### config.mk
export PLATFORM = sky130hd
export DESIGN_NAME = bpc_decode
export DESIGN_NICKNAME = d
export VERILOG_FILES = /design/src/rtl/bpc_pkg.sv /design/src/rtl/bpc_decode.sv
export SDC_FILE = /design/constraint.sdc
export NUM_CORES = 1
export LEC_CHECK = 0
export ABC_AREA = 1
export BUFFER_PORTS_ARGS = -buffer_cell sky130_fd_sc_hd__buf_2
export CAP_MARGIN = 20
export CORE_UTILIZATION = 40
export DETAILED_ROUTE_END_ITERATION = 8
export PLACE_DENSITY = 0.69
export SYNTH_ARGS = -nofsm -noshare
export SYNTH_HDL_FRONTEND = slang
export SYNTH_SLANG_ARGS = --single-unit
### constraint.sdc
create_clock -name vclk -period 4.05
set_input_delay 0.2025 -clock vclk [all_inputs]
set_output_delay 0.2025 -clock vclk [all_outputs]
set_load 0.05 [all_outputs]
### src/rtl/bpc_pkg.sv
`timescale 1ns / 1ps
`default_nettype none

package bpc_pkg;

    localparam logic CMD_ADD  = 1'b0;
    localparam logic CMD_CALL = 1'b1;

    localparam int NUM_BASES = 4;

    localparam logic [1:0] BASE_A = 2'd0;
    localparam logic [1:0] BASE_C = 2'd1;
    localparam logic [1:0] BASE_G = 2'd2;
    localparam logic [1:0] BASE_T = 2'd3;

    typedef struct packed {
        logic        cmd;
        logic [12:0] window_start;
        logic [12:0] window_end;
        logic [11:0] read_start;
        logic [12:0] read_length;
        logic [11:0] base_offset;
        logic [2:0]  base_code;
        logic [11:0] query_position;
    } t_in_word;

    typedef struct packed {
        logic [11:0] call_position;
        logic        covered;
        logic [1:0]  base_call;
    } t_out_word;

    // decoded operation carried from the read stage to the update stage
    typedef struct packed {
        logic        is_call;
        logic        hit;
        logic [1:0]  code;
        logic [11:0] qpos;
    } t_op;

endpackage

`default_nettype wire

### src/rtl/bpc_decode.sv
`timescale 1ns / 1ps
`default_nettype none

module bpc_decode #(
    parameter int POSITIONS = 4096,
    parameter int AW        = 12
) (
    input  wire bpc_pkg::t_in_word i_word,
    output bpc_pkg::t_op           o_op,
    output logic [AW-1:0]          o_addr
);
    import bpc_pkg::*;

    logic [12:0] pos;
    logic [13:0] read_end;
    logic        window_ok;
    logic        add_ok;
    logic        query_ok;

    always_comb begin
        pos       = {1'b0, i_word.read_start} + {1'b0, i_word.base_offset};
        read_end  = {2'b0, i_word.read_start} + {1'b0, i_word.read_length};
        window_ok = ({1'b0, i_word.read_start} >= i_word.window_start)
                    && (read_end <= {1'b0, i_word.window_end});
        add_ok    = window_ok
                    && ({1'b0, i_word.base_offset} < i_word.read_length)
                    && !i_word.base_code[2]
                    && (32'(pos) < 32'(POSITIONS));
        query_ok  = 32'(i_word.query_position) < 32'(POSITIONS);

        o_op.is_call = (i_word.cmd == CMD_CALL);
        o_op.hit     = o_op.is_call ? query_ok : add_ok;
        o_op.code    = i_word.base_code[1:0];
        o_op.qpos    = i_word.query_position;
        o_addr       = o_op.is_call ? AW'(i_word.query_position) : AW'(pos);
    end

endmodule

`default_nettype wire

==> results_dict.tcl <==
set metrics [dict create \
    wl_per_cell_um 11.6 \
    start_util 0.416 \
    grt_overflow 0 \
    setup_viol 0 \
    wl_mm 6.43 \
    nFlopsAndLatches 0 \
    synth_xor_area_frac 0.0493 \
    critical_path_class "in2out" \
    yosysSeqAreaShare 0 \
    antenna_left 0 \
    synth_top_area_cell "ha_1" \
    min_path_cells 0 \
    synth_common_cells "nand2_1, inv_1, ha_1" \
    netlist_area_mm2 0.00246 \
    rows 28 \
    final_layout_size_suffix_gt1_frac 0.273 \
    nNetsFinal 622 \
    utilization 0.499 \
    antenna_found_initial 0 \
    synthTopCellsByArea "ha_1, nand2_1, inv_1" \
    io_pins 107 \
    peakVddDrop_mv 0.0955 \
    final-hold-violation-count 0 \
    start_kind "input port" \
    status "finished clean" \
    min_period_over_period 0.825 \
    grt_pass1_wl_mm 10.8 \
    vias_per_cell 5.02 \
    period_needed_ns 3.34 \
    required_ns 3.85 \
    critical_path.endpoint_type "output port" \
    yosys_warnings 0 \
    synth.distinct_cells 35 \
    first_pass_iters 4 \
    tns_ns 0 \
    portBuffers 103 \
    drc 0 \
    grtUsageTotal 0.206 \
    yosys.area_share.simple 0.284 \
    synth_compound_area_frac 0.184 \
    grt_max_degree 23 \
    cts_resized 0 \
    drtIter0Drc 74 \
    critical_path.max_fanout 3 \
    cp.arrival_ns 3.14 \
    num_vias 2783 \
    grt_pass1_vias 2616 \
    antenna_cells 0 \
    holdBufCountCts 0 \
    syn_to_final_growth_pct 19.9 \
    post_cts_buffers 0 \
    grt_setup_unrepaired "no" \
    cap_viol_max_count 0 \
    final_area_mm2 0.00295 \
    synth_top_family_by_area "adder cells" \
    dp.cells 554 \
    min_path_type "in2out" \
    postSynthCellCount 393 \
    slew_viol_final 0 \
    dpl_cell_area_mm2 0.00295 \
    muxShareOfSynthArea 0 \
    max_freq_mhz 299 \
    die_w_um 80.5 \
    worst_pin_slew_ns 0.326 \
    num-fill-cells 629 \
    slew_headroom 0.782 \
    stdcell_count 554 \
    fp.dieArea_mm2 0.00647 \
    regArea_um2 0 \
    syn_area_per_cell_um2 6.27 \
    gp_congestion 0.913 \
    synth_nets 534 \
    dp_hpwl_mm 5.89 \
    cellLeakagePower_uw 0.00177 \
    synth_most_common_cell "nand2_1" \
    num-clock-buffers 0 \
    fp.dieH_um 80.5 \
    coreArea_mm2 0.00592 \
    power_density_mw_per_mm2 165 \
    netlist.area_leader.share 0.305 \
    synthAdderAreaFrac 0.321 \
    fin_total_pwr_uw 488 \
]
-- path summary, 6_finish.rpt --
kind / start / end
max: i_word[40] / o_op[14]
min: i_word[12] / o_op[12]
-- cell usage in the layout (no fill, tap or decap) --
master     count
buf_2        103
nand2_1       83
inv_1         72
ha_1          60
nor2_1        27
a21oi_1       26
nand3_1       18
o21ai_0       15
nand4_1       10
xor2_1         7
nor3_1         7
a21oi_2        6
o21ai_1        6
xnor2_1        5
nor3_2         4
nand2_2        4
a21o_1         3
o21ai_2        3
inv_2          2
nand3_2        2
o31ai_2        2
fa_1           2
a31oi_1        1
a21boi_2       1
o31ai_4        1
o31ai_1        1
nor2_2         1
xor2_2         1
o2111ai_1      1
o21a_1         1
a221oi_1       1
nor3b_1        1
o21bai_1       1
a211oi_2       1
-- routing by layer --
layer / vias to the layer above / share of wire / track usage
li1: 1461 / - / -
met1: 1221 / 0.45 / 0.246
met2: 95 / 0.49 / 0.407
met3: 6 / 0.049 / 0.00909
met4: 0 / 0.0092 / 0.0232
met5: - / 0 / 0
-- report_power, final --
group | leakage, µW | internal (µW) | switching [µW]
logic | 0.00177 | 176 | 312
registers | 0 | 0 | 0
clock network | 0 | 0 | 0
-- critical path: stages --
cell,delay (ns)
buf_2,0.11
ha_1,0.14
inv_1,0.09
fa_1,0.45
o31ai_2,0.35
nand3_1,0.12
nand4_1,0.12
xor2_1,0.18
ha_1,0.27
nand2_1,0.09
inv_1,0.04
a221oi_1,0.27
nand2_1,0.09
nand2_1,0.09
nand4_1,0.12
o21bai_1,0.14
buf_2,0.28
-- area by class of cell --
| type | count | area (µm²) | share of cell area |
|---|---|---|---|
| inverter | 74 | 278 | 0.0941 |
| timing repair buffer | 103 | 515 | 0.175 |
| multi-input combinational | 302 | 2060 | 0.699 |
| tap | 75 | 93.8 | 0.0318 |
-- cell families after synthesis --
kind of cell / after synthesis
simple gates: 157
buf+inv: 91
compound gates: 70
fa+ha+maj: 62
xor+xnor: 13
-- per-stage QoR --
| step | setup WS [ns] | hold WS, ns |
|---|---|---|
| floorplan | 0.894 | 0.572 |
| global placement | 0.876 | 0.406 |
| detailed placement | 0.714 | 0.406 |
| CTS | 0.717 | 0.406 |
| global route | 0.530 | 0.405 |
| finish | 0.710 | 0.405 |
No activity file was read; power rests on OpenSTA's default activity.
