$ cat src/rtl/bpc_pkg.sv
`timescale 1ns / 1ps
`default_nettype none

package bpc_pkg;

    localparam logic CMD_ADD  = 1'b0;
    localparam logic CMD_CALL = 1'b1;

    localparam int NUM_BASES = 4;

    localparam logic [1:0] BASE_A = 2'd0;
    localparam logic [1:0] BASE_C = 2'd1;
    localparam logic [1:0] BASE_G = 2'd2;
    localparam logic [1:0] BASE_T = 2'd3;

    typedef struct packed {
        logic        cmd;
        logic [12:0] window_start;
        logic [12:0] window_end;
        logic [11:0] read_start;
        logic [12:0] read_length;
        logic [11:0] base_offset;
        logic [2:0]  base_code;
        logic [11:0] query_position;
    } t_in_word;

    typedef struct packed {
        logic [11:0] call_position;
        logic        covered;
        logic [1:0]  base_call;
    } t_out_word;

    // decoded operation carried from the read stage to the update stage
    typedef struct packed {
        logic        is_call;
        logic        hit;
        logic [1:0]  code;
        logic [11:0] qpos;
    } t_op;

endpackage

`default_nettype wire

$ cat src/rtl/bpc_update.sv
`timescale 1ns / 1ps
`default_nettype none

module bpc_update #(
    parameter int CW = 16
) (
    input  wire bpc_pkg::t_op               i_op,
    input  wire logic [4*CW-1:0]            i_entry,
    output logic      [4*CW-1:0]            o_wr_data,
    output bpc_pkg::t_out_word              o_result
);
    import bpc_pkg::*;

    logic [CW-1:0] cnt;
    logic [CW-1:0] best;
    logic [1:0]    best_code;
    logic          cov;
    logic [CW-1:0] sel;
    logic [CW-1:0] inc;

    // strictly greater keeps the lower code on ties
    always_comb begin
        best      = '0;
        best_code = BASE_A;
        cov       = 1'b0;
        cnt       = '0;
        for (int j = 0; j < NUM_BASES; j++) begin
            cnt = i_entry[j*CW +: CW];
            if (cnt > best) begin
                best      = cnt;
                best_code = 2'(j);
                cov       = 1'b1;
            end
        end
    end

    always_comb begin
        sel = i_entry[i_op.code*CW +: CW];
        inc = (sel == '1) ? sel : sel + CW'(1);
        o_wr_data = i_entry;
        if (i_op.is_call) begin
            o_wr_data = '0;
        end else begin
            o_wr_data[i_op.code*CW +: CW] = inc;
        end
        o_result.call_position = i_op.qpos;
        o_result.covered       = i_op.hit & cov;
        o_result.base_call     = i_op.hit ? best_code : BASE_A;
    end

endmodule

`default_nettype wire

$ cat config.mk
export PLATFORM = sky130hd
export DESIGN_NAME = bpc_update
export DESIGN_NICKNAME = d
export VERILOG_FILES = /design/src/rtl/bpc_pkg.sv /design/src/rtl/bpc_update.sv
export SDC_FILE = /design/constraint.sdc
export NUM_CORES = 1
export LEC_CHECK = 0
export BUFFER_PORTS_ARGS = -buffer_cell sky130_fd_sc_hd__clkbuf_2
export CORE_MARGIN = 8
export CORE_UTILIZATION = 38
export DETAILED_ROUTE_END_ITERATION = 10
export PLACE_DENSITY = 0.68
export REMOVE_ABC_BUFFERS = 1
export SYNTH_ARGS = -nofsm -noshare
export SYNTH_HDL_FRONTEND = slang
export SYNTH_SLANG_ARGS = --single-unit
$ cat constraint.sdc
create_clock -name vclk -period 14.5
set_input_delay 4.35 -clock vclk [all_inputs]
set_output_delay 4.35 -clock vclk [all_outputs]
set_load 0.005 [all_outputs]
==> flow_metrics.tcl <==
set metrics [dict create \
    floorplan.die_area_sq_um 11600 \
    grt_max_degree 26 \
    totalWireLength_mm 13.7 \
    final_area_sq_um 3900 \
    syn_area_sq_um 3200 \
    pwr-share-comb 1.000 \
    slew_headroom 0.202 \
    area_delta_synth_final_pct 21.7 \
    rows 33 \
    viasPerCell 6.32 \
    netlist_instances 411 \
    die_width_um 108 \
    gr-total-overflow 0 \
    path_class "in2out" \
    yosysUniqueCellTypes 56 \
    post-route-drc-count 0 \
    synth_top_area_cell "ha_1" \
    firstDrtPassIters 5 \
    yosysTopAreaCellShare 0.211 \
    io_buffers 135 \
    final.min_clock_period_ns 14.04 \
    gp_congestion 0.946 \
    antenna_found_initial 0 \
    crit_required_ns 10.15 \
    cp-start-kind "primary input" \
    grt_pass1_wl_mm 20.7 \
    drive_gt1_frac 0.335 \
    diodes 0 \
    fill_cells 863 \
    swShare 0.558 \
    p_per_area_nw_per_um2 46.4 \
    ctsHoldBuffers 0 \
    first_iter_violations 355 \
    fin_nets 659 \
    floorplan.initialDensity 0.390 \
    fin_crit_sh 0.968 \
    layout_commonest_cell "clkbuf_2" \
    io_pins 159 \
    hold_viol 0 \
    finalMaxSlewViolations 0 \
    placed_cell_area_sq_um 3880 \
    wl_per_cell_um 21.8 \
    tightest_slew_ns 1.19 \
    synth_seq_area_share 0 \
    flops_and_latches 0 \
    clock_buffers 0 \
    detail-route-antenna-nets 0 \
    hold_path.class "in2out" \
    netlist_top_cells_area "ha_1 (21%), mux4_2 (11%), a22o_1 (11%), mux2i_1 (5.0%), o21ai_0 (4.5%)" \
    worst_slack_ns 0.457 \
    fin_setup_tns_ns 0 \
    multiInputGateArea_sq_um 2940 \
    outcome "complete, no violations" \
    num_vias 3966 \
    grt_pass1_vias 3982 \
    p_clk_frac 0 \
    setup_viol_count_final 0 \
    pre_cts_ws_ns 0.283 \
    dp_hpwl_mm 11.6 \
    drv_cap 0 \
    regArea_sq_um 0 \
    cellLeakagePower_nw 2.02 \
    seqPwrFrac 0 \
    fmax_ghz 0.0712 \
    die-height_um 108 \
    cp_max_fo 18 \
    track_usage 0.218 \
    internal_power_w 0.0000801 \
    utilization 0.475 \
    ir_drop_mv 0.0250 \
    rsz0062_at_grt "no" \
    worst-endpoint-arrival_ns 9.69 \
    final_cell_mix "clkbuf_2 (135), ha_1 (54), a22o_1 (39)" \
    yosysWarnings 0 \
    coreArea_sq_um 8220 \
    switching_power_w 0.000101 \
    cp-end-kind "output port" \
    synth_area_per_cell_sq_um 7.80 \
]
[logic make-up after synthesis]
family                     after synthesis  synth area share
AOI/OAI and AO/OA                      143             0.314
and+or+nand+nor                        116             0.194
buffers and inverters                   57            0.0906
adders and majority gates               54             0.211
muxes                                   35             0.174
xor gates and xnor gates                 6            0.0164
[synth_stat cells (all sizes together), types with 2 or more instances]
| cell type | n |
|---|---|
| a2111oi | 2 |
| a211oi | 2 |
| a21o | 19 |
| a21oi | 17 |
| a22o | 39 |
| a31oi | 5 |
| a41oi | 2 |
| and2 | 6 |
| and3 | 2 |
| and4 | 3 |
| buf | 22 |
| clkbuf | 9 |
| ha | 54 |
| inv | 26 |
| mux2 | 3 |
| mux2i | 16 |
| mux4 | 16 |
| nand2 | 39 |
| nand2b | 2 |
| nand3 | 6 |
| nand4 | 15 |
| nor2 | 27 |
| nor2b | 3 |
| nor4 | 6 |
| o211ai | 2 |
| o21a | 9 |
| o21ai | 39 |
| or4 | 2 |
| xnor2 | 2 |
| xor2 | 4 |
[power by group through the flow]
| stage | combinational, W | sequential [W] | clock [W] |
|---|---|---|---|
| 6_report | 0.000181 | 0 | 0 |
| 5_1_grt | 0.000199 | 0 | 0 |
| 4_1_cts | 0.000177 | 0 | 0 |
| 3_5_place_dp | 0.000176 | 0 | 0 |
| 3_3_place_gp | 0.000173 | 0 | 0 |
| 2_1_floorplan | 0.000110 | 0 | 0 |
[through the flow]
| step | std cells | power (W) | hold WS, ns |
|---|---|---|---|
| after floorplan | 380 | 0.000110 | 8.70 |
| after global placement | 625 | 0.000173 | 8.70 |
| after detailed placement | 625 | 0.000176 | 8.70 |
| after CTS | 625 | 0.000177 | 8.70 |
| after global routing | 628 | 0.000199 | 8.70 |
| final | 628 | 0.000181 | 8.70 |
[final timing paths]
path | start | to | slack [ns] | cells after the start
worst max-delay path | i_entry[14] | o_result[2] | 0.46 | 23
worst min-delay path | i_op[8] | o_result[11] | 8.70 | 0
[worst max-delay path, stage by stage]
cell and delay (ns):
clkbuf_2 0.18, inv_1 0.07, ha_1 0.30, nand4_1 0.13, nor4_1 0.60, or4_1 0.24, o32ai_4 0.09, buf_4 0.26
mux2i_1 0.32, ha_1 0.32, a2111oi_1 0.42, a31oi_1 0.19, o21ai_2 0.24, nor2_1 0.06, a21o_1 0.15, ha_1 0.30
a211o_1 0.26, a21oi_1 0.10, o21ai_0 0.10, a221oi_1 0.33, a21oi_1 0.16, o41a_1 0.39, clkbuf_2 0.12
[layout make-up]
| cell class | instances | share of cell area |
|---|---|---|
| repair buffers | 142 | 0.187 |
| multi-input cells | 355 | 0.755 |
| inverters | 26 | 0.0250 |
| well taps | 105 | 0.0337 |
[layer usage]
metal | routed length (um) | vias to the layer above | GRT usage
met5 | 0 | - | 0
met4 | 381 | 0 | 0.0714
met3 | 1020 | 31 | 0.0281
met2 | 7050 | 207 | 0.387
met1 | 5230 | 1920 | 0.262
li1 | - | 1808 | -
[repair_timing]
| item | in CTS | in global routing |
|---|---|---|
| resized for setup | 0 | 1 |
| setup endpoints to repair | 0 | 1 |
| buffers inserted | 0 | 2 |
Power figures use the tool's default switching activity.
